[src/hw/rtl/lcdw_pkg.sv]
package lcdw_pkg;

  // Request kinds
  localparam logic [2:0] REQ_INIT = 3'd0;
  localparam logic [2:0] REQ_CMD  = 3'd1;
  localparam logic [2:0] REQ_DATA = 3'd2;
  localparam logic [2:0] REQ_POS  = 3'd3;
  localparam logic [2:0] REQ_NUM  = 3'd4;

  // Configuration register indexes
  localparam logic [1:0] CFG_EN_HIGH  = 2'd0;
  localparam logic [1:0] CFG_EN_LOW   = 2'd1;
  localparam logic [1:0] CFG_DISP_ON  = 2'd2;
  localparam logic [1:0] CFG_CLEAR    = 2'd3;

  localparam int CFG_IDX_W  = 2;
  localparam int CFG_DATA_W = 8;

  // Reset values of the configuration registers
  localparam logic [6:0] EN_HIGH_RST = 7'd2;
  localparam logic [6:0] EN_LOW_RST  = 7'd2;
  localparam logic [7:0] DISP_ON_RST = 8'd12;
  localparam logic [7:0] CLEAR_RST   = 8'd1;

  // Width of the number converted to decimal, and default digit limit
  localparam int NUM_BITS       = 32;
  localparam int MAX_DIGITS_DEF = 10;

  typedef struct packed {
    logic [2:0]          req_type;
    logic [7:0]          byte_value;
    logic [1:0]          row;
    logic [5:0]          column;
    logic [NUM_BITS-1:0] number;
  } in_item_t;

  typedef struct packed {
    logic [3:0] data_nibble;
    logic       register_select;
    logic       enable_level;
    logic [7:0] hold_ms;
    logic       last;
  } out_item_t;

  typedef struct packed {
    logic [6:0] enable_high_ms;
    logic [6:0] enable_low_ms;
    logic [7:0] display_on_code;
    logic [7:0] clear_code;
  } cfg_t;

endpackage

[src/hw/rtl/char_lcd_4bit_write_sequencer.sv]
// Channel   Ports                               Transfer
// --------  ----------------------------------  ------------------------------------
// request   start, busy, in_data                start high while busy is low
// pin state out_strobe, out_data                strobe high for one cycle, no stall
// config    cfg_we, cfg_index, cfg_wdata        cfg_we high, taken at once
//
// A request runs as a short microprogram; each byte sent is four pin states,
// one per cycle. Init sends a settling state and then five bytes; a command,
// data or position request sends one byte. A number is first converted to BCD
// (binary-to-BCD, one bit per cycle), then its leading zeros are skipped and
// one byte is sent per digit; skips and digits share the MAX_DIGITS places.
// busy drops with the final pin state; the next request is taken in that cycle.
// Synchronous active-low reset clears the sequencer and restores the registers.
// A request that yields no pin states never raises busy.
module char_lcd_4bit_write_sequencer import lcdw_pkg::*; #(
  parameter int MAX_DIGITS = MAX_DIGITS_DEF
) (
  input  logic                  clk,
  input  logic                  rst_n,
  input  logic                  start,
  output logic                  busy,
  input  in_item_t              in_data,
  output logic                  out_strobe,
  output out_item_t             out_data,
  input  logic                  cfg_we,
  input  logic [CFG_IDX_W-1:0]  cfg_index,
  input  logic [CFG_DATA_W-1:0] cfg_wdata
);

  cfg_t                       cfg_r, cfg_nxt;
  logic                       bcd_start;
  logic                       bcd_busy;
  logic                       bcd_ovf;
  logic [MAX_DIGITS-1:0][3:0] digits;

  // Configuration registers: write straight through, masked to width
  always_comb begin
    cfg_nxt = cfg_r;
    if (cfg_we) begin
      case (cfg_index)
        CFG_EN_HIGH: cfg_nxt.enable_high_ms  = cfg_wdata[6:0];
        CFG_EN_LOW:  cfg_nxt.enable_low_ms   = cfg_wdata[6:0];
        CFG_DISP_ON: cfg_nxt.display_on_code = cfg_wdata;
        CFG_CLEAR:   cfg_nxt.clear_code      = cfg_wdata;
        default:     cfg_nxt = cfg_r;
      endcase
    end
  end

  always_ff @(posedge clk) begin
    if (!rst_n) begin
      cfg_r <= '{enable_high_ms: EN_HIGH_RST, enable_low_ms: EN_LOW_RST,
                 display_on_code: DISP_ON_RST, clear_code: CLEAR_RST};
    end else begin
      cfg_r <= cfg_nxt;
    end
  end

  // Binary-to-decimal unit for number requests; flag values too wide for
  // MAX_DIGITS so that their leading zeros are written
  lcdw_bcd #(.MAX_DIGITS(MAX_DIGITS)) u_bcd (
    .clk    (clk),
    .rst_n  (rst_n),
    .start  (bcd_start),
    .bin    (in_data.number),
    .busy   (bcd_busy),
    .ovf    (bcd_ovf),
    .digits (digits)
  );

  // Microcoded sequencer: step counter, control ROM, pin-state output register
  lcdw_seq #(.MAX_DIGITS(MAX_DIGITS)) u_seq (
    .clk        (clk),
    .rst_n      (rst_n),
    .start      (start),
    .in_item    (in_data),
    .cfg        (cfg_r),
    .busy       (busy),
    .bcd_start  (bcd_start),
    .bcd_busy   (bcd_busy),
    .bcd_ovf    (bcd_ovf),
    .digits     (digits),
    .out_strobe (out_strobe),
    .out_item   (out_data)
  );

  // A pin state only comes out of a running request
  a_strobe_in_request: assert property (@(posedge clk) disable iff (!rst_n)
    out_strobe |-> $past(busy))
    else $error("pin state emitted outside a request");

  // The request ends exactly with its final pin state
  a_end_is_last: assert property (@(posedge clk) disable iff (!rst_n)
    $fell(busy) |-> (out_strobe && out_data.last))
    else $error("request ended without a final pin state");

  // The final pin state always leaves enable low
  a_last_enable_low: assert property (@(posedge clk) disable iff (!rst_n)
    (out_strobe && out_data.last) |-> !out_data.enable_level)
    else $error("final pin state with enable high");

  // No new request while the BCD unit still works for the previous one
  a_bcd_idle_on_start: assert property (@(posedge clk) disable iff (!rst_n)
    bcd_start |-> !bcd_busy)
    else $error("conversion restarted while busy");

endmodule

[src/hw/rtl/lcdw_bcd.sv]
module lcdw_bcd import lcdw_pkg::*; #(
  parameter int MAX_DIGITS = MAX_DIGITS_DEF
) (
  input  logic                         clk,
  input  logic                         rst_n,
  input  logic                         start,
  input  logic [NUM_BITS-1:0]          bin,
  output logic                         busy,
  output logic                         ovf,
  output logic [MAX_DIGITS-1:0][3:0]   digits
);

  localparam int CNT_W = $clog2(NUM_BITS);

  logic [NUM_BITS-1:0]        bin_r, bin_nxt;
  logic [MAX_DIGITS-1:0][3:0] bcd_r, bcd_nxt;
  logic [MAX_DIGITS-1:0][3:0] adj;
  logic [CNT_W-1:0]           cnt_r, cnt_nxt;
  logic                       busy_r, busy_nxt;
  logic                       ovf_r, ovf_nxt;

  // One shift-and-add-3 step per cycle; only the low digits are kept,
  // which leaves the value modulo the digit range.
  always_comb begin
    for (int i = 0; i < MAX_DIGITS; i++) begin
      adj[i] = (bcd_r[i] >= 4'd5) ? bcd_r[i] + 4'd3 : bcd_r[i];
    end
  end

  // ovf marks a value with more decimal digits than are kept: a set bit
  // shifted out of the top digit means the dropped digits are not all zero.
  always_comb begin
    bin_nxt  = bin_r;
    bcd_nxt  = bcd_r;
    cnt_nxt  = cnt_r;
    busy_nxt = busy_r;
    ovf_nxt  = ovf_r;
    if (start) begin
      bin_nxt  = bin;
      bcd_nxt  = '0;
      cnt_nxt  = '0;
      busy_nxt = 1'b1;
      ovf_nxt  = 1'b0;
    end else if (busy_r) begin
      bin_nxt = {bin_r[NUM_BITS-2:0], 1'b0};
      bcd_nxt = (MAX_DIGITS*4)'({adj, bin_r[NUM_BITS-1]});
      ovf_nxt = ovf_r | adj[MAX_DIGITS-1][3];
      cnt_nxt = cnt_r + 1'b1;
      if (cnt_r == CNT_W'(NUM_BITS - 1)) begin
        busy_nxt = 1'b0;
      end
    end
  end

  always_ff @(posedge clk) begin
    if (!rst_n) begin
      busy_r <= 1'b0;
      cnt_r  <= '0;
    end else begin
      busy_r <= busy_nxt;
      cnt_r  <= cnt_nxt;
    end
    bin_r <= bin_nxt;
    bcd_r <= bcd_nxt;
    ovf_r <= ovf_nxt;
  end

  assign busy   = busy_r;
  assign ovf    = ovf_r;
  assign digits = bcd_r;

endmodule

[src/hw/rtl/lcdw_seq.sv]
module lcdw_seq import lcdw_pkg::*; #(
  parameter int MAX_DIGITS = MAX_DIGITS_DEF
) (
  input  logic                       clk,
  input  logic                       rst_n,
  input  logic                       start,
  input  in_item_t                   in_item,
  input  cfg_t                       cfg,
  output logic                       busy,
  output logic                       bcd_start,
  input  logic                       bcd_busy,
  input  logic                       bcd_ovf,
  input  logic [MAX_DIGITS-1:0][3:0] digits,
  output logic                       out_strobe,
  output out_item_t                  out_item
);

  localparam int PC_W  = 4;
  localparam int PTR_W = (MAX_DIGITS > 1) ? $clog2(MAX_DIGITS) : 1;

  typedef enum logic [1:0] {UC_SETTLE, UC_SEND, UC_BCD, UC_SKIPZ} uc_op_t;
  typedef enum logic [2:0] {
    SRC_33, SRC_32, SRC_28, SRC_DISP_ON, SRC_CLEAR, SRC_BYTE, SRC_POS, SRC_DIGIT
  } uc_src_t;
  typedef enum logic [1:0] {WAIT_0, WAIT_2, WAIT_100} uc_wait_t;
  typedef enum logic [1:0] {FIN_NEXT, FIN_END, FIN_LOOP} uc_fin_t;

  typedef struct packed {
    uc_op_t    op;
    uc_src_t   src;
    logic      rs;
    uc_wait_t  wt;
    uc_fin_t   fin;
    logic [PC_W-1:0] target;
  } uc_word_t;

  // Program entry points and the digit-loop target
  localparam logic [PC_W-1:0] PC_INIT = 4'd0;
  localparam logic [PC_W-1:0] PC_CMD  = 4'd6;
  localparam logic [PC_W-1:0] PC_DATA = 4'd7;
  localparam logic [PC_W-1:0] PC_POS  = 4'd8;
  localparam logic [PC_W-1:0] PC_NUM  = 4'd9;
  localparam logic [PC_W-1:0] PC_DIG  = 4'd11;

  localparam logic [7:0] SETTLE_MS = 8'd20;

  function automatic uc_word_t uc_rom(input logic [PC_W-1:0] a);
    uc_word_t w;
    w = '{op: UC_SEND, src: SRC_BYTE, rs: 1'b0, wt: WAIT_0, fin: FIN_END, target: '0};
    case (a)
      4'd0:  w = '{UC_SETTLE, SRC_BYTE,    1'b0, WAIT_0,   FIN_NEXT, 4'd0};
      4'd1:  w = '{UC_SEND,   SRC_33,      1'b0, WAIT_100, FIN_NEXT, 4'd0};
      4'd2:  w = '{UC_SEND,   SRC_32,      1'b0, WAIT_100, FIN_NEXT, 4'd0};
      4'd3:  w = '{UC_SEND,   SRC_28,      1'b0, WAIT_2,   FIN_NEXT, 4'd0};
      4'd4:  w = '{UC_SEND,   SRC_DISP_ON, 1'b0, WAIT_100, FIN_NEXT, 4'd0};
      4'd5:  w = '{UC_SEND,   SRC_CLEAR,   1'b0, WAIT_2,   FIN_END,  4'd0};
      4'd6:  w = '{UC_SEND,   SRC_BYTE,    1'b0, WAIT_0,   FIN_END,  4'd0};
      4'd7:  w = '{UC_SEND,   SRC_BYTE,    1'b1, WAIT_0,   FIN_END,  4'd0};
      4'd8:  w = '{UC_SEND,   SRC_POS,     1'b0, WAIT_0,   FIN_END,  4'd0};
      4'd9:  w = '{UC_BCD,    SRC_BYTE,    1'b0, WAIT_0,   FIN_NEXT, 4'd0};
      4'd10: w = '{UC_SKIPZ,  SRC_BYTE,    1'b0, WAIT_0,   FIN_NEXT, 4'd0};
      4'd11: w = '{UC_SEND,   SRC_DIGIT,   1'b1, WAIT_0,   FIN_LOOP, PC_DIG};
      default: w = '{UC_SEND, SRC_BYTE,    1'b0, WAIT_0,   FIN_END,  4'd0};
    endcase
    return w;
  endfunction

  logic [PC_W-1:0]  pc_r, pc_nxt;
  logic [1:0]       phase_r, phase_nxt;
  logic [PTR_W-1:0] ptr_r, ptr_nxt;
  logic             running_r, running_nxt;
  logic [7:0]       byte_r, byte_nxt;
  logic             row2_r, row2_nxt;
  logic [5:0]       col_r, col_nxt;
  logic             out_strobe_r, out_strobe_nxt;
  out_item_t        out_item_r, out_item_nxt;

  uc_word_t         uw;
  logic             accept;
  logic             req_ok;
  logic [PC_W-1:0]  entry;
  logic [7:0]       send_byte;
  logic [3:0]       digit;
  logic [7:0]       extra;
  logic [7:0]       hold;
  logic             is_end;

  assign uw     = uc_rom(pc_r);
  assign accept = start && !running_r;
  assign digit  = digits[ptr_r];

  always_comb begin
    req_ok = 1'b1;
    entry  = PC_INIT;
    case (in_item.req_type)
      REQ_INIT: entry = PC_INIT;
      REQ_CMD:  entry = PC_CMD;
      REQ_DATA: entry = PC_DATA;
      REQ_POS: begin
        entry  = PC_POS;
        req_ok = (in_item.row == 2'd1) || (in_item.row == 2'd2);
      end
      REQ_NUM:  entry = PC_NUM;
      default:  req_ok = 1'b0;
    endcase
  end

  always_comb begin
    case (uw.src)
      SRC_33:      send_byte = 8'h33;
      SRC_32:      send_byte = 8'h32;
      SRC_28:      send_byte = 8'h28;
      SRC_DISP_ON: send_byte = cfg.display_on_code;
      SRC_CLEAR:   send_byte = cfg.clear_code;
      SRC_BYTE:    send_byte = byte_r;
      SRC_POS:     send_byte = {1'b1, row2_r, col_r};
      SRC_DIGIT:   send_byte = {4'h3, digit};
      default:     send_byte = byte_r;
    endcase
    case (uw.wt)
      WAIT_2:   extra = 8'd2;
      WAIT_100: extra = 8'd100;
      default:  extra = 8'd0;
    endcase
    // Enable-low state after the low nibble carries the command's extra wait
    if (phase_r[0]) begin
      hold = {1'b0, cfg.enable_low_ms} + ((phase_r == 2'd3) ? extra : 8'd0);
    end else begin
      hold = {1'b0, cfg.enable_high_ms};
    end
    is_end = (uw.fin == FIN_END) || ((uw.fin == FIN_LOOP) && (ptr_r == '0));
  end

  always_comb begin
    pc_nxt         = pc_r;
    phase_nxt      = phase_r;
    ptr_nxt        = ptr_r;
    running_nxt    = running_r;
    byte_nxt       = byte_r;
    row2_nxt       = row2_r;
    col_nxt        = col_r;
    out_strobe_nxt = 1'b0;
    out_item_nxt   = out_item_r;
    bcd_start      = 1'b0;
    if (accept) begin
      byte_nxt    = in_item.byte_value;
      row2_nxt    = (in_item.row == 2'd2);
      col_nxt     = in_item.column;
      ptr_nxt     = PTR_W'(MAX_DIGITS - 1);
      phase_nxt   = 2'd0;
      pc_nxt      = entry;
      running_nxt = req_ok;
      bcd_start   = (in_item.req_type == REQ_NUM);
    end else if (running_r) begin
      case (uw.op)
        UC_SETTLE: begin
          out_strobe_nxt = 1'b1;
          out_item_nxt   = '{data_nibble: 4'd0, register_select: 1'b0,
                             enable_level: 1'b0, hold_ms: SETTLE_MS, last: 1'b0};
          pc_nxt         = pc_r + 1'b1;
        end
        UC_SEND: begin
          out_strobe_nxt = 1'b1;
          out_item_nxt   = '{data_nibble: phase_r[1] ? send_byte[3:0] : send_byte[7:4],
                             register_select: uw.rs,
                             enable_level: !phase_r[0],
                             hold_ms: hold,
                             last: (phase_r == 2'd3) && is_end};
          phase_nxt      = phase_r + 1'b1;
          if (phase_r == 2'd3) begin
            if (is_end) begin
              running_nxt = 1'b0;
            end else if (uw.fin == FIN_LOOP) begin
              ptr_nxt = ptr_r - 1'b1;
              pc_nxt  = uw.target;
            end else begin
              pc_nxt = pc_r + 1'b1;
            end
          end
        end
        UC_BCD: begin
          if (!bcd_busy) begin
            pc_nxt = pc_r + 1'b1;
          end
        end
        UC_SKIPZ: begin
          // A value cut to its low digits keeps its leading zeros
          if ((digit == 4'd0) && (ptr_r != '0) && !bcd_ovf) begin
            ptr_nxt = ptr_r - 1'b1;
          end else begin
            pc_nxt = pc_r + 1'b1;
          end
        end
        default: running_nxt = 1'b0;
      endcase
    end
  end

  always_ff @(posedge clk) begin
    if (!rst_n) begin
      running_r    <= 1'b0;
      out_strobe_r <= 1'b0;
      pc_r         <= '0;
      phase_r      <= '0;
      ptr_r        <= '0;
    end else begin
      running_r    <= running_nxt;
      out_strobe_r <= out_strobe_nxt;
      pc_r         <= pc_nxt;
      phase_r      <= phase_nxt;
      ptr_r        <= ptr_nxt;
    end
    byte_r     <= byte_nxt;
    row2_r     <= row2_nxt;
    col_r      <= col_nxt;
    out_item_r <= out_item_nxt;
  end

  assign busy       = running_r;
  assign out_strobe = out_strobe_r;
  assign out_item   = out_item_r;

endmodule
[config.mk]
export PLATFORM = sky130hd
export DESIGN_NAME = char_lcd_4bit_write_sequencer
export DESIGN_NICKNAME = d
export VERILOG_FILES = /design/src/hw/rtl/lcdw_pkg.sv /design/src/hw/rtl/char_lcd_4bit_write_sequencer.sv /design/src/hw/rtl/lcdw_bcd.sv /design/src/hw/rtl/lcdw_seq.sv
export SDC_FILE = /design/constraint.sdc
export NUM_CORES = 1
export LEC_CHECK = 0
export BUFFER_PORTS_ARGS = -buffer_cell sky130_fd_sc_hd__buf_4
export CAP_MARGIN = 0
export CORE_UTILIZATION = 40
export CTS_BUF_LIST = sky130_fd_sc_hd__clkbuf_4 sky130_fd_sc_hd__clkbuf_8
export CTS_CLUSTER_DIAMETER = 200
export CTS_CLUSTER_SIZE = 16
export DETAILED_ROUTE_END_ITERATION = 10
export GPL_TIMING_DRIVEN = 0
export PLACE_DENSITY_LB_ADDON = 0.05
export SYNTH_ARGS = -nofsm -noshare
export SYNTH_HDL_FRONTEND = slang
export SYNTH_SLANG_ARGS = --single-unit
[constraint.sdc]
create_clock -name clk -period 4.55 [get_ports clk]
set_clock_uncertainty 0.2 [all_clocks]
set_input_delay 0.6825 -clock clk [delete_from_list [all_inputs] [get_ports clk]]
set_output_delay 0.6825 -clock clk [all_outputs]
set_load 0.005 [all_outputs]
Yosys cells after proc, flatten, opt, wreduce, memory -nomap -nowiden
Memory sizes are Yosys's and may differ from the RTL's. A register that Yosys moved wholly into a read port is not among the register bits. Cells that the tools add are included.

Add/sub/neg operators: 15. $lt $le $gt $ge: 11. Equal/unequal tests: 35. Multiplexer cells: 49. Bitwise gates (word level): 4. Reductions and logical operators: 36.

Operator list (count): two-way mux 4 bit (27); two-way mux 32 bit (2); case mux 8 bit (8 select lines) (1); adder 4 x 2 -> 4 bit, second input constant (10); greater-or-equal comparator 4 x 3 -> 1 bit, second input constant (10); case mux 4 bit (4 select lines) (2); case mux 15 bit (2 select lines) (1); binary-select mux 4 bit (select 4 bit) (1); equality test 2 bit, second input constant (8); equality test 3 bit, second input constant (5); case mux 7 bit (2 select lines) (1); equality test 3 x 2 -> 1 bit, second input constant (4); AND reduction 6 bit (2); equality test 2 x 1 -> 1 bit, second input constant (5); two-way mux 1 bit (10); AND reduction 2 bit (5); inequality test 3 x 1 -> 1 bit, second input constant (3); inequality test 3 x 2 -> 1 bit, second input constant (3); adder 7 x 8 -> 8 bit (1); zero test 4 bit (2); two-way mux 8 bit (1); case mux 4 bit (2 select lines) (1); nonzero test 2 bit (4); two-way mux 7 bit (1); other kinds (24) (40).

Register bits after elaboration: 151. Memory bits (read-only): 208. Input bits: 65. Output and inout bits: 17. Logic and storage cells: 183. Memories kept: 1.

Memories: (name not given) (depth 16, width 13, rd ports 1, clocked after Yosys merged registers in 1, write ports 0, line lcdw_seq.sv:50) `case (a)`.

Logic depth before layout (Yosys ltp)
Gate-level depths: netlist of the first run.

Word-level depth: 11. Mapped depth: 17. Depth with buffers taken out: 15.

Cells and area by module
Synthesis of the first run repeated with hierarchy kept, for this count alone.

Cell total of the unflattened synthesis: 898. Area, all modules: 8977.4 um^2.

Modules (own cells, without submodules): lcdw_bcd (instances 1, cells each 446, area each 4460.5 um^2, sequential area each 1901.8 um^2); lcdw_seq (instances 1, cells each 335, area each 3343.2 um^2, sequential area each 1341.3 um^2); char_lcd_4bit_write_sequencer (instances 1, cells each 117, area each 1173.6 um^2, sequential area each 600.6 um^2).

Least setup slack after synthesis of the first run
No wires, ideal clock.

Kind: register to register. Start: reg u_seq.ptr_r[0]. End: reg u_seq.uw[10] (netlist name). Library setup time: 79 ps. Arrival time: 3300 ps. Required time: 4271 ps. Path slack: 971 ps. Stages on the path, launching flop included: 17. Path buffers: 2. Period minus slack after synthesis: 3579 ps. Cell sequence: dfxtp_1 > buf_6 > buf_2 > inv_1 > ha_1 > inv_1 > or3_1 > nand3b_1 > nor4b_2 > a21oi_1 > or4_1 > o221a_2 > and2_1 > inv_1 > ha_1 > or4_1 > o211ai_1.

Longest elaborated chain between the ends: 9. Elaborated cells between the ends (all ways): 14. Those cells by class: eq/ne (2); mux (4); reduce/logical (8).

RTL lines: from (decl) (line lcdw_seq.sv:70) `logic [PTR_W-1:0] ptr_r, ptr_nxt;`; from (signal assigned) (line lcdw_seq.sv:211) `ptr_r <= ptr_nxt;`; binary-select mux 4 bit (select 4 bit) (line lcdw_seq.sv:90) `assign digit = digits[ptr_r];`; two-way mux 4 bit (not written as such) (line lcdw_seq.sv:90); zero test 4 bit (line lcdw_seq.sv:188) `if ((digit == 4'd0) && (ptr_r != '0) && !bcd_ovf) begin`; logical AND 1 bit (2 in a row) (line lcdw_seq.sv:188); inequality test 3 x 2 -> 1 bit (no source line); AND reduction 5 bit (no source line) *; two-way mux 4 bit (no source line) * (2 in a row).

Every way passes the cells marked *; elsewhere a longest branch is shown, timed or not. The select of a mux whose other input is x is not followed. A chain may end at the register's enable or synchronous reset.

Worst setup path in the final report of the first run
Start: reg u_seq.ptr_r[0]. End: reg u_seq.uw[10] (netlist name).

Longest elaborated chain between the ends: 9. Elaborated cells between the ends (all ways): 14. Those cells by class: eq/ne (2); mux (4); reduce/logical (8).

RTL lines (line): binary-select mux 4 bit (select 4 bit) (lcdw_seq.sv:90); two-way mux 4 bit (not written as such) (lcdw_seq.sv:90); zero test 4 bit (lcdw_seq.sv:188); logical AND 1 bit (2 in a row) (lcdw_seq.sv:188); inequality test 3 x 2 -> 1 bit (no source line); AND reduction 5 bit (no source line) *; two-way mux 4 bit (no source line) * (2 in a row).

Marked as above.

==> results of run 1 <==
power by group:
group | switching, uW | leakage [uW] | internal, uW
Combinational | 598 | 0.00200 | 512
Sequential | 250 | 0.00139 | 1720
Clock | 594 | 0.000204 | 466
placed cells by master (no fill, tap or decap), types with 7 or more instances in the layout:
cell | netlist | layout
sky130_fd_sc_hd__nor2_1 | 100 | 100
sky130_fd_sc_hd__xnor2_1 | 19 | 19
sky130_fd_sc_hd__o21ai_0 | 40 | 40
sky130_fd_sc_hd__nor3b_1 | 9 | 9
sky130_fd_sc_hd__inv_1 | 38 | 38
sky130_fd_sc_hd__nand2b_1 | 20 | 20
sky130_fd_sc_hd__a21oi_1 | 73 | 73
sky130_fd_sc_hd__ha_1 | 32 | 32
sky130_fd_sc_hd__edfxtp_1 | 62 | 62
sky130_fd_sc_hd__clkbuf_8 | 0 | 18
sky130_fd_sc_hd__nor3_1 | 10 | 10
sky130_fd_sc_hd__nand2_1 | 85 | 85
sky130_fd_sc_hd__inv_6 | 0 | 7
sky130_fd_sc_hd__buf_4 | 0 | 80
sky130_fd_sc_hd__clkbuf_1 | 31 | 31
sky130_fd_sc_hd__mux2_2 | 35 | 35
sky130_fd_sc_hd__mux2i_1 | 46 | 46
sky130_fd_sc_hd__a211oi_1 | 10 | 10
sky130_fd_sc_hd__nand3_1 | 22 | 22
sky130_fd_sc_hd__dfxtp_1 | 99 | 99
logic make-up (layout without fill, tap and decap cells):
kind of cell,count (synthesis),count (layout)
buf+inv,81,193
flops,161,161
simple gates,279,279
mux,84,84
compound gates,178,178
xor+xnor,25,25
fa+ha+maj,33,33
flip-flops by register name, summed over array words and instances, names as in the netlist, 2 cells and up:
signal	count
u_seq.col_r	6
u_seq.phase_r	2
u_bcd.digits	40
u_seq.out_item	15
u_seq.uw	10
u_seq.pc_r	4
u_seq.ptr_r	4
u_bcd.bin_r	32
u_bcd.cnt_r	5
u_seq.byte_r	8
cfg_r	30
area by class of cell:
class,instances,area (sq um),share of cell area [%]
multi-input combinational,599,3930,41.8
sequential,161,3840,40.9
timing repair buffer,80,601,6.38
tap,265,332,3.52
clock buffer,18,248,2.63
buffer,39,158,1.68
inverter,42,158,1.68
clock inverter,14,139,1.48
path summary, 6_finish.rpt:
kind,slack [ps],to,from
max,490,u_seq.uw[10],u_seq.ptr_r[0]
max reg2reg,490,u_seq.uw[10],u_seq.ptr_r[0]
min,200,u_seq.col_r[3],in_data[35]
min reg2reg,260,cfg_r[9],cfg_r[9]
worst register-to-register path, cell delays in order (launching register included):
cell and delay [ps]:
sky130_fd_sc_hd__dfxtp_1 340, sky130_fd_sc_hd__buf_6 150, sky130_fd_sc_hd__buf_2 280, sky130_fd_sc_hd__inv_1 110, sky130_fd_sc_hd__ha_1 210, sky130_fd_sc_hd__inv_1 60
sky130_fd_sc_hd__or3_1 150, sky130_fd_sc_hd__nand3b_1 110, sky130_fd_sc_hd__nor4b_2 440, sky130_fd_sc_hd__a21oi_1 210, sky130_fd_sc_hd__or4_1 430, sky130_fd_sc_hd__o221a_2 190
sky130_fd_sc_hd__and2_1 190, sky130_fd_sc_hd__inv_1 70, sky130_fd_sc_hd__ha_1 250, sky130_fd_sc_hd__or4_1 510, sky130_fd_sc_hd__o211ai_1 100
routing by layer:
layer	global-route usage, %	share of wire [%]	up-vias
li1	-	-	3163
met1	26.3	48	3003
met2	30.8	46	141
met3	4.40	5.1	19
met4	6.04	1.2	0
met5	0	0	-
metrics by stage:
step | hold slack, ps | cell area, sq um | utilization, % | total power [uW]
after floorplan | 231 | 8090 | - | 2760
after global placement | 255 | 9020 | 45.9 | 3050
after detailed placement | 253 | 9020 | 45.9 | 3100
after CTS | 170 | 9410 | 47.9 | 4170
after global routing | 161 | 9410 | 47.9 | 4420
final | 200 | 9410 | 47.9 | 4140
==> results by group, run 1 <==
Yosys
  • Library cell with the largest summed area after synthesis: sky130_fd_sc_hd__dfxtp_1
  • Number of flops mapped to enable cells by yosys: between 60 and 70
  • Area share of the largest cell type after synthesis: 24.5%
  • Post-Syn Area: 8090 sq um
  • Register bit count reported by yosys: 161
  • Net count of the mapped netlist: 939
  • Mean instance size in the synthesized netlist: between 9 and 10 sq um
  • Async S/R FF share, synth: 0%
  • Share of synthesized area spent on multiplexers: between 10% and 20%
  • Syn. warnings: 0
  • Adder and majority cell fraction of the synthesized area: between 5 and 6%
  • Number of cells produced by synthesis: approximately 840
  • Dominant combinational cell family by area after synthesis: simple AND/OR/NAND/NOR gates
  • Count of unique library cells instantiated by Yosys: between 60 and 70
  • Cells taking the most area after synthesis: sky130_fd_sc_hd__dfxtp_1, sky130_fd_sc_hd__edfxtp_1, sky130_fd_sc_hd__mux2i_1
  • Share of synthesized cell area in and, or, nand and nor gates: between 10% and 20%
  • Synth top cells by count: sky130_fd_sc_hd__nor2_1, sky130_fd_sc_hd__dfxtp_1, sky130_fd_sc_hd__nand2_1
  • Area fraction in compound gates after synthesis: between 10% and 20%
  • Primary FF master, synth: sky130_fd_sc_hd__dfxtp_1
  • Cell with the most instances after synthesis: sky130_fd_sc_hd__nor2_1
  • Post-synthesis sequential area ratio: a little under half
  • XOR/XNOR share of the synthesized area: under 10%

Setup path
  • Critical path endpoint category: flip-flop
  • Cell count of the worst reg-to-reg path: 16
  • Depth of the critical timing path with buffers and inverters included: 16
  • Worst Setup Path Type: flip-flop to flip-flop
  • Buf+Inv Stages, Crit Path: 5
  • Element type at the critical path start: flip-flop
  • Cell Chain, Critical Path: buf_6 -> buf_2 -> inv_1 -> ha_1 -> inv_1 -> or3_1 -> nand3b_1 -> nor4b_2 -> a21oi_1 -> or4_1 -> o221a_2 -> and2_1 -> inv_1 -> ha_1 -> or4_1 -> o211ai_1
  • Highest net fanout along the worst path: 10
  • Most used cell, CP: sky130_fd_sc_hd__inv_1
  • Cell family with the largest share of critical-path delay: simple AND/OR/NAND/NOR gates
  • Peak per-stage delay on the critical path: 510 ps
  • Critical path data arrival time: around 4300 ps
  • Required time of the critical path: ~4700 ps
  • Slowest-stage cell, CP: sky130_fd_sc_hd__or4_1

Final layout
  • Area growth, synth to finish: 16.3%
  • Layout Nets: 1038
  • Filler-free cell count of the finished design: between 1k and 1.5k
  • Antenna cell count: 0
  • Share of cells above drive strength 1: roughly 18%
  • Number of filler instances in the final layout: approximately 1.9k

Timing
  • Sum of negative setup slack: 0 ps
  • Final setup violation count: 0
  • Fin. Hold Viols: 0
  • Highest attainable clock frequency: between 200 and 250 MHz
  • Slew of the pin with the lowest slew margin: approximately 970 ps
  • Fin. max-slew vios: 0
  • Worst path setup slack after routing: 486 ps
  • Minimum clock period: a little over 4000 ps
  • Portion of the clock cycle consumed by the worst path in the final layout: just under 90%
  • Setup repair after global routing missed its margin: false
  • Slew Limit Headroom: about a third

CTS
  • H-tree Lvls: 4
  • Worst-skew pair later-pin latency: 460 ps
  • CTS resizes: 0
  • Number of buffers created by CTS: 17
  • Post-cts hold buffer count: 0
  • Clock Path Buffers: 2
  • CTS root buffer: sky130_fd_sc_hd__clkbuf_8
  • Sink count of the clock tree: 161
  • Total setup buffers inserted after CTS: 0
  • TritonCTS clock tree: yes
  • Reg clk slew, reported paths: roughly 100 ps

Global routing
  • First-pass GRT wire length: approximately 31000 um
  • Global-route usage over all layers: 19.5%
  • GR Overflow Total: 0
  • Pin count of the biggest net entering global routing: 33
  • Vias in the first global route: around 6.1k
  • Antenna violations before repair: 0

Outcome
  • Outcome: finished clean

Die
  • Standard cell core area: 19700 sq um
  • Number of placement rows: 51
  • Die W: around 140 um
  • # IOs: between 80 and 90
  • Overall die area: just over 20000 sq um
  • Starting density of the core: 41.1%
  • Vertical die dimension: approximately 140 um

Placed design
  • Buffers on Ports: 80
  • DP Cell Count: roughly 1.2k
  • Setup Slack @ Placement: 548 ps
  • Last weighted congestion value of the routability-driven placer: 0.845
  • Total half-perimeter wirelength after legalization and detailed placement: 14300 um

Route
  • DR iter-0 viols: 460
  • Length of the first detailed-routing pass in iterations: 5
  • Per-cell via count in the routed design: 5.19
  • Post-route antenna net violation count: 0
  • Average wire per cell in the routed design: around 16 um
  • Wirelength, routed: 19100 um
  • Total number of vias: 6326
  • Post-route DRC violation count: 0

Pwr
  • Worst-case vdd ir drop: around 0.20 mV
  • Pwr/cell area: between 400 and 500 nW/um^2
  • Static Leak: roughly 0.0036 uW

Hold path
  • Type of the worst min-delay path: input port to flip-flop
  • Worst Hold Path Cells: 1

Run
  • Max-Cap Viols: 0
No activity file was read; power rests on OpenSTA's default activity.
==> run 2, diff against run 1 <==
--- a/config.mk
+++ b/config.mk
@@ -5,10 +5,11 @@
 export SDC_FILE = /design/constraint.sdc
 export NUM_CORES = 1
 export LEC_CHECK = 0
+export ABC_AREA = 1
 export BUFFER_PORTS_ARGS = -buffer_cell sky130_fd_sc_hd__buf_4
 export CAP_MARGIN = 0
 export CORE_UTILIZATION = 40
-export CTS_BUF_LIST = sky130_fd_sc_hd__clkbuf_4 sky130_fd_sc_hd__clkbuf_8
+export CTS_BUF_LIST = sky130_fd_sc_hd__clkbuf_4 sky130_fd_sc_hd__clkbuf_8 sky130_fd_sc_hd__clkbuf_16
 export CTS_CLUSTER_DIAMETER = 200
 export CTS_CLUSTER_SIZE = 16
 export DETAILED_ROUTE_END_ITERATION = 10
==> run 2 against run 1 <==
Against the previous run: cell area is 1.8% higher; first-iteration DRC count down 13%; area after synthesis shrank 0.67%; register-to-register slack better by 1100 ps; worst hold slack better by 27 ps; combinational power down 15%; clock-buffer cell count rose by 2; global-route usage grew 0.78 points; sequential power down 9%; critical path type unchanged; largest cell class is now sequential cells; highest routed layer unchanged.
==> results by group, run 2 <==
Final layout
  • Layout Nets: 1179 (+14%)
  • Leading cell type in the layout, fill and taps excluded: sky130_fd_sc_hd__nand2_1
  • Share of cells above drive strength 1: 14.5% (-3.0 points)
  • Flip-flop count of the largest register, all copies and words added: 40 (unchanged)
  • Most frequent cells in the layout: sky130_fd_sc_hd__nand2_1, sky130_fd_sc_hd__inv_1, sky130_fd_sc_hd__dfxtp_1
  • Number of filler instances in the final layout: 1972 (+3.7%)
  • Area growth, synth to finish: 19.3%
  • Antenna cell count: 0 (unchanged)
  • Filler-free cell count of the finished design: 1359 (+12%)
  • Layout Cell Area excl Fill: 9580 sq um (+1.8%)

Yosys
  • Synth top cells by count: sky130_fd_sc_hd__nand2_1, sky130_fd_sc_hd__inv_1, sky130_fd_sc_hd__dfxtp_1
  • Count of unique library cells instantiated by Yosys: 48 (-25%)
  • Area share of the largest cell type after synthesis: 24.7% (+0.16 points)
  • Register bit count reported by yosys: 161 (unchanged)
  • Async S/R FF share, synth: 0% (unchanged)
  • Syn. warnings: 0 (unchanged)
  • Library cell with the largest summed area after synthesis: sky130_fd_sc_hd__dfxtp_1
  • Number of flops mapped to enable cells by yosys: 62 (unchanged)
  • Post-Syn Area: 8030 sq um (-0.67%)
  • Number of cells produced by synthesis: 981 (+17%)
  • Mean instance size in the synthesized netlist: 8.19 sq um (-15%)
  • Cell with the most instances after synthesis: sky130_fd_sc_hd__nand2_1
  • Net count of the mapped netlist: 1079 (+15%)
  • Primary FF master, synth: sky130_fd_sc_hd__dfxtp_1
  • Post-synthesis sequential area ratio: 47.9% (+0.32 points)
  • Cells taking the most area after synthesis: sky130_fd_sc_hd__dfxtp_1, sky130_fd_sc_hd__edfxtp_1, sky130_fd_sc_hd__nand2_1

Timing
  • Highest attainable clock frequency: 335 MHz (+36%)
  • Slew Limit Headroom: 38.2% (+2.9 points)
  • Slew of the pin with the lowest slew margin: 920 ps (-50.9 ps)
  • Final setup violation count: 0 (unchanged)
  • Final-layout worst hold slack: 227 ps (+26.7 ps)
  • Portion of the clock cycle consumed by the worst path in the final layout: 65.6% (-24 points)
  • Minimum clock period: 2980 ps (-1080 ps)
  • Sum of negative setup slack: 0 ps (unchanged)
  • Setup repair after global routing missed its margin: false
  • Fin. max-slew vios: 0 (unchanged)
  • Fin. Hold Viols: 0 (unchanged)

Route
  • Per-cell via count in the routed design: 4.91 (-5.5%)
  • Post-route antenna net violation count: 0 (unchanged)
  • Total number of vias: 6673 (+5.5%)
  • Average wire per cell in the routed design: 14.6 um (-7.1%)
  • DR iter-0 viols: 401 (-13%)
  • Length of the first detailed-routing pass in iterations: 5 (unchanged)
  • Post-route DRC violation count: 0 (unchanged)
  • Wirelength, routed: 19800 um (+3.6%)

Pwr
  • Combinational share of power: 22.6% (-4.2 points)
  • Pwr/cell area: 435 nW/um^2 (-1.1%)
  • Clk network pwr share: 34.4% (+8.8 points)
  • Static Leak: 0.00421 uW (+17%)
  • Worst-case vdd ir drop: 0.251 mV (+25%)
  • Portion of total power attributed to sequential cells: 43.0% (-4.5 points)
  • Net switching power figure: 1320 uW (-8.3%)
  • Share of total power consumed by net switching: 31.8% (-3.1 points)
  • Internal Pwr Total: 2840 uW (+5.4%)

CTS
  • Total setup buffers inserted after CTS: 0 (unchanged)
  • Worst-skew pair later-pin latency: 430 ps (-30 ps)
  • CTS resizes: 0 (unchanged)
  • Number of buffers created by CTS: 17 (unchanged)
  • Clock Path Buffers: 2 (unchanged)
  • CTS root buffer: sky130_fd_sc_hd__clkbuf_16
  • Reg clk slew, reported paths: 60 ps (-40 ps)
  • H-tree Lvls: 4 (unchanged)
  • Post-cts hold buffer count: 0 (unchanged)
  • TritonCTS clock tree: yes
  • Sink count of the clock tree: 161 (unchanged)

Placed design
  • Last weighted congestion value of the routability-driven placer: 0.851 (+0.71%)
  • Post-Place Cell Area: 8990 sq um (-0.36%)
  • Buffers on Ports: 80 (unchanged)
  • Total half-perimeter wirelength after legalization and detailed placement: 14300 um (about the same)
  • DP Cell Count: 1327 (+12%)

Global routing
  • GR Overflow Total: 0 (unchanged)
  • Pin count of the biggest net entering global routing: 34 (+3.0%)
  • Global-route usage over all layers: 20.2% (+0.78 points)
  • First-pass GRT wire length: 31700 um (+2.0%)
  • Antenna violations before repair: 0 (unchanged)
  • Vias in the first global route: 6154 (+0.95%)

Outcome
  • Outcome: finished clean

Setup path
  • Required time of the critical path: 4530 ps (-200 ps)
  • Highest net fanout along the worst path: 8 (-2)
  • Critical path endpoint category: flip-flop
  • Element type at the critical path start: flip-flop
  • Most used cell, CP: sky130_fd_sc_hd__inv_1
  • Slowest-stage cell, CP: sky130_fd_sc_hd__dfxtp_1
  • Critical path data arrival time: 2970 ps (-1280 ps)
  • Peak per-stage delay on the critical path: 490 ps (-20 ps)
  • Worst Setup Path Type: flip-flop to flip-flop
  • Cell Chain, Critical Path: ha_1 -> inv_1 -> nor3_1 -> ha_1 -> inv_1 -> fa_1 -> nor2_1 -> inv_1 -> a32o_1

Die
  • Standard cell core area: 19600 sq um (-0.32%)
  • Overall die area: 20700 sq um (-0.66%)
  • # IOs: 82 (unchanged)
  • Number of placement rows: 51 (unchanged)
  • Vertical die dimension: 144 um (-0.33%)
  • Starting density of the core: 41.0% (-0.14 points)
  • Die W: 144 um (-0.33%)

Run
  • Max-Cap Viols: 0 (unchanged)

Hold path
  • Type of the worst min-delay path: input port to flip-flop
==> run 2: changes by cell type after synthesis, moves of 20 or more <==
cell,before,now
sky130_fd_sc_hd__nand2b_1,20,0
sky130_fd_sc_hd__mux2i_1,46,0
sky130_fd_sc_hd__o21ai_0,40,92
sky130_fd_sc_hd__inv_1,38,123
sky130_fd_sc_hd__nand3_1,22,54
sky130_fd_sc_hd__mux2_2,35,0
sky130_fd_sc_hd__nor2_1,100,71
sky130_fd_sc_hd__nand2_1,85,227
==> run 2: cells by family (layout without fill, tap and decap cells) <==
group	Yosys count	count (layout)	share of synthesized area (%)
compound gates	217	217	15.7
xor+xnor	15	15	1.64
fa+ha+maj	33	33	5.23
buf+inv	164	277	8.32
flops	161	161	47.9
simple gates	391	391	21.3
==> run 2: routing by layer <==
| layer | global-route usage (%) | up-vias | wire length [um] |
|---|---|---|---|
| met5 | 0 | - | 0 |
| met4 | 5.77 | 0 | 250 |
| met3 | 3.23 | 20 | 619 |
| met2 | 31.1 | 109 | 8710 |
| met1 | 29.2 | 3059 | 10300 |
| li1 | - | 3485 | - |
==> run 2: metrics by stage <==
step / utilization [%] / setup WS, ps / power [uW]
6_report: 48.9 / 1570 / 4160
5_1_grt: 48.9 / 1410 / 4410
4_1_cts: 48.9 / 1650 / 4190
3_5_place_dp: 45.9 / 1400 / 2750
3_3_place_gp: 45.8 / 60.6 / 2750
2_1_floorplan: - / 1390 / 2470
==> run 2: critical path: cells and delay by family (launching register included) <==
family                   cells  cell delay, ps
AND/OR/NAND/NOR              2             640
AO/OA/AOI/OAI                1             240
buffers and inverters        3             240
adder cells (fa/ha/maj)      3             930
flip-flops                   1             490
==> run 2: worst paths after layout <==
path / endpoint / depth (start not counted) / startpoint / slack, ps
min: u_seq.byte_r[3] / 1 / in_data[43] / 230
min reg2reg: cfg_r[29] / 2 / cfg_r[29] / 260
max reg2reg: u_seq.out_item[4] / 9 / u_seq.phase_r[1] / 1570
max: u_seq.out_item[4] / 9 / u_seq.phase_r[1] / 1570
==> run 2: cell type report <==
type	count	area [sq um]	area share, %
flip-flops and latches	161	3840	40.1
multi-input cells	656	3520	36.8
repair buffers	81	621	6.48
inverters	137	514	5.37
clock buffers	20	472	4.92
well taps	265	332	3.46
plain buffers	27	155	1.62
clock inverters	12	119	1.24
==> run 2: power groups by stage <==
stage          sequential [uW]  clock, uW  combinational [uW]
6_report                  1790       1430                 939
5_1_grt                   1810       1520                1080
4_1_cts                   1790       1460                 941
3_5_place_dp              1820          0                 936
3_3_place_gp              1820          0                 930
2_1_floorplan             1790          0                 681
==> run 3, diff against run 2 <==
==> constraint.sdc (replaced) <==
create_clock -name clk -period 2.8 [get_ports clk]
set_clock_uncertainty 0.2 [all_clocks]
set_input_delay 0.42 -clock clk [delete_from_list [all_inputs] [get_ports clk]]
set_output_delay 0.42 -clock clk [all_outputs]
set_load 0.005 [all_outputs]
==> run 3 against run 2 <==
Against the previous run: cell area increased by 2.3%; largest power group unchanged; clock-buffer cell count fell by 2; critical path depth rose by 6; highest routed layer unchanged; worst setup slack got worse by 1400 ps; largest cell class unchanged; critical endpoint is now u_seq.uw[9]; cell count increased by 1.5%.
==> results by group, run 3 (synthesis gave the netlist of run 2 again) <==
Final layout
  • Layout Cell Area excl Fill: 9800 sq um (+2.3%)
  • Antenna cell count: 0 (unchanged)
  • Share of cells above drive strength 1: 15.8% (+1.3 points)
  • Most frequent cells in the layout: sky130_fd_sc_hd__nand2_1, sky130_fd_sc_hd__inv_1, sky130_fd_sc_hd__dfxtp_1
  • Number of filler instances in the final layout: 1955 (-0.86%)
  • Layout Nets: 1199 (+1.7%)
  • Leading cell type in the layout, fill and taps excluded: sky130_fd_sc_hd__nand2_1
  • Multi-input gate area: 3570 sq um (+1.2%)
  • Area growth, synth to finish: 22.0%
  • Flip-flop count of the largest register, all copies and words added: 40 (unchanged)
  • Sequential Area: 3850 sq um (+0.13%)

Global routing
  • GR Overflow Total: 0 (unchanged)
  • First-pass GRT wire length: 32300 um (+1.9%)
  • Vias in the first global route: 6410 (+4.2%)
  • Pin count of the biggest net entering global routing: 42 (+24%)
  • Global-route usage over all layers: 20.7% (+0.40 points)
  • Antenna violations before repair: 0 (unchanged)

CTS
  • Reg clk slew, reported paths: 60 ps (about the same)
  • Sink count of the clock tree: 161 (unchanged)
  • Worst-skew pair later-pin latency: 430 ps (about the same)
  • Clock Path Buffers: 2 (unchanged)
  • TritonCTS clock tree: yes
  • Number of buffers created by CTS: 17 (unchanged)
  • CTS root buffer: sky130_fd_sc_hd__clkbuf_16
  • H-tree Lvls: 4 (unchanged)

Die
  • Starting density of the core: 41.0% (unchanged)
  • # IOs: 82 (unchanged)
  • Overall die area: 20700 sq um (unchanged)
  • Vertical die dimension: 144 um (unchanged)
  • Standard cell core area: 19600 sq um (unchanged)
  • Number of placement rows: 51 (unchanged)
  • Die W: 144 um (unchanged)

Setup path
  • Capturing element of the worst setup path: u_seq.uw[9]
  • Highest net fanout along the worst path: 10 (+2)
  • Cell count of the worst reg-to-reg path: 15 (+6)
  • Source of the critical timing path: u_seq.ptr_r[0]
  • Register-to-register path setup slack: 170 ps (-1390 ps)
  • Required time of the critical path: 2920 ps (-1610 ps)
  • Endpoint of the worst register-to-register path: u_seq.uw[9]
  • Worst Setup Path Type: flip-flop to flip-flop
  • Critical path endpoint category: flip-flop
  • Critical path data arrival time: 2740 ps (-230 ps)
  • Element type at the critical path start: flip-flop
  • Launch instance of the worst register-to-register path: u_seq.ptr_r[0]

Hold path
  • Type of the worst min-delay path: input port to flip-flop

Pwr
  • Static Leak: 0.00430 uW (+2.1%)
  • Pwr/cell area: 692 nW/um^2 (+59%)
  • Worst-case vdd ir drop: 0.427 mV (+70%)

Route
  • Wirelength, routed: 20100 um (+1.3%)
  • DR iter-0 viols: 410 (+2.2%)
  • Post-route DRC violation count: 0 (unchanged)
  • Length of the first detailed-routing pass in iterations: 5 (unchanged)
  • Post-route antenna net violation count: 0 (unchanged)
  • Average wire per cell in the routed design: 14.6 um (-0.19%)
  • Per-cell via count in the routed design: 4.97 (+1.2%)
  • Total number of vias: 6852 (+2.7%)

Outcome
  • Outcome: finished clean

Timing
  • Fin. Hold Viols: 0 (unchanged)
  • Worst path setup slack after routing: 174 ps (-1390 ps)
  • Fin. max-slew vios: 0 (unchanged)
  • Slew Limit Headroom: 32.0% (-6.2 points)
  • Minimum clock period: 2630 ps (-357 ps)
  • Highest attainable clock frequency: 381 MHz (+14%)
  • Sum of negative setup slack: 0 ps (unchanged)
  • Final setup violation count: 0 (unchanged)
  • Slew of the pin with the lowest slew margin: 1010 ps (+91.7 ps)
  • Portion of the clock cycle consumed by the worst path in the final layout: 93.8% (+28 points)

Placed design
  • Total half-perimeter wirelength after legalization and detailed placement: 14300 um (-0.39%)
  • Buffers on Ports: 80 (unchanged)
  • Setup Slack @ Placement: -485 ps (-1880 ps)
  • Post-Place Cell Area: 8980 sq um (about the same)
  • Last weighted congestion value of the routability-driven placer: 0.834 (-2.0%)

Run
  • Max-Cap Viols: 0 (unchanged)
==> run 3: cell count changes in the layout (fill, tap and decap cells not counted), moves of 3 or more <==
cell and delta:
sky130_fd_sc_hd__dlygate4sd3_1 +14, sky130_fd_sc_hd__buf_4 +5, sky130_fd_sc_hd__clkinv_4 -3, sky130_fd_sc_hd__inv_8 +3, sky130_fd_sc_hd__nand3_1 -3, sky130_fd_sc_hd__nand3_2 +3
==> run 3: critical path, cell delays in order (launching register included) <==
cell and delay, ps:
sky130_fd_sc_hd__dfxtp_4 380, sky130_fd_sc_hd__inv_4 60, sky130_fd_sc_hd__buf_8 140, sky130_fd_sc_hd__ha_2 200, sky130_fd_sc_hd__nand3_2 90, sky130_fd_sc_hd__nor2_1 50, sky130_fd_sc_hd__o21ai_2 180, sky130_fd_sc_hd__o211ai_2 140
sky130_fd_sc_hd__a31oi_4 220, sky130_fd_sc_hd__buf_4 140, sky130_fd_sc_hd__a21oi_1 60, sky130_fd_sc_hd__o21ai_1 200, sky130_fd_sc_hd__nand2_2 160, sky130_fd_sc_hd__buf_4 180, sky130_fd_sc_hd__nand2_1 70, sky130_fd_sc_hd__nand2_1 60
==> run 3: worst min-delay path by stage <==
stage	depth (start not counted)	slack, ps	to	start
floorplan	2	220	u_bcd.digits[0]	u_bcd.bin_r[31]
global placement	2	220	u_bcd.digits[0]	u_bcd.bin_r[31]
detailed placement	2	240	u_bcd.digits[0]	u_bcd.bin_r[31]
CTS	3	20	cfg_r[7]	cfg_wdata[7]
global route	3	10	cfg_r[7]	cfg_wdata[7]
finish	3	30	cfg_r[15]	cfg_wdata[7]
==> run 3: metal layers <==
metal  vias up  global-route usage (%)  part of all wire, %
met5         -                       0                    0
met1      3160                    29.3                   50
met2       144                    31.6                   45
met4         0                    6.10                  1.3
li1       3527                       -                    -
met3        21                    4.03                  4.0
==> run 3: power by group <==
group / leakage (uW) / total (uW) / internal (uW) / switching (uW)
logic: 0.00263 / 1580 / 591 / 985
clock network: 0.000282 / 2300 / 1260 / 1030
registers: 0.00139 / 2910 / 2730 / 182
total: 0.00430 / 6780 / 4580 / 2200
==> run 3: timing repair <==
| item | 4_1_cts | 5_1_grt |
|---|---|---|
| hold endpoints to repair | 14 | 0 |
| setup endpoints to repair | 47 | 12 |
| buffers inserted | 3 | 3 |
| pin swaps | 1 | 3 |
| resized for setup | 4 | 13 |
| hold buffers | 14 | 0 |
==> run 3: through the flow <==
stage,hold WS [ps],std cells,utilization [%],total power [uW]
floorplan,222,981,-,4010
global placement,225,1326,45.8,4470
detailed placement,241,1327,45.9,4480
CTS,17.6,1376,49.7,6810
global route,14.9,1379,50.0,7180
finish,30.5,1379,50.0,6780
==> run 3: final cells by class <==
type,count,share of cell area (%)
Sequential cell,161,39.3
Multi-Input combinational cell,656,36.4
Timing Repair Buffer,101,8.21
Inverter,137,5.27
Clock buffer,18,4.42
Tap cell,265,3.38
Buffer,27,1.65
Clock inverter,14,1.43
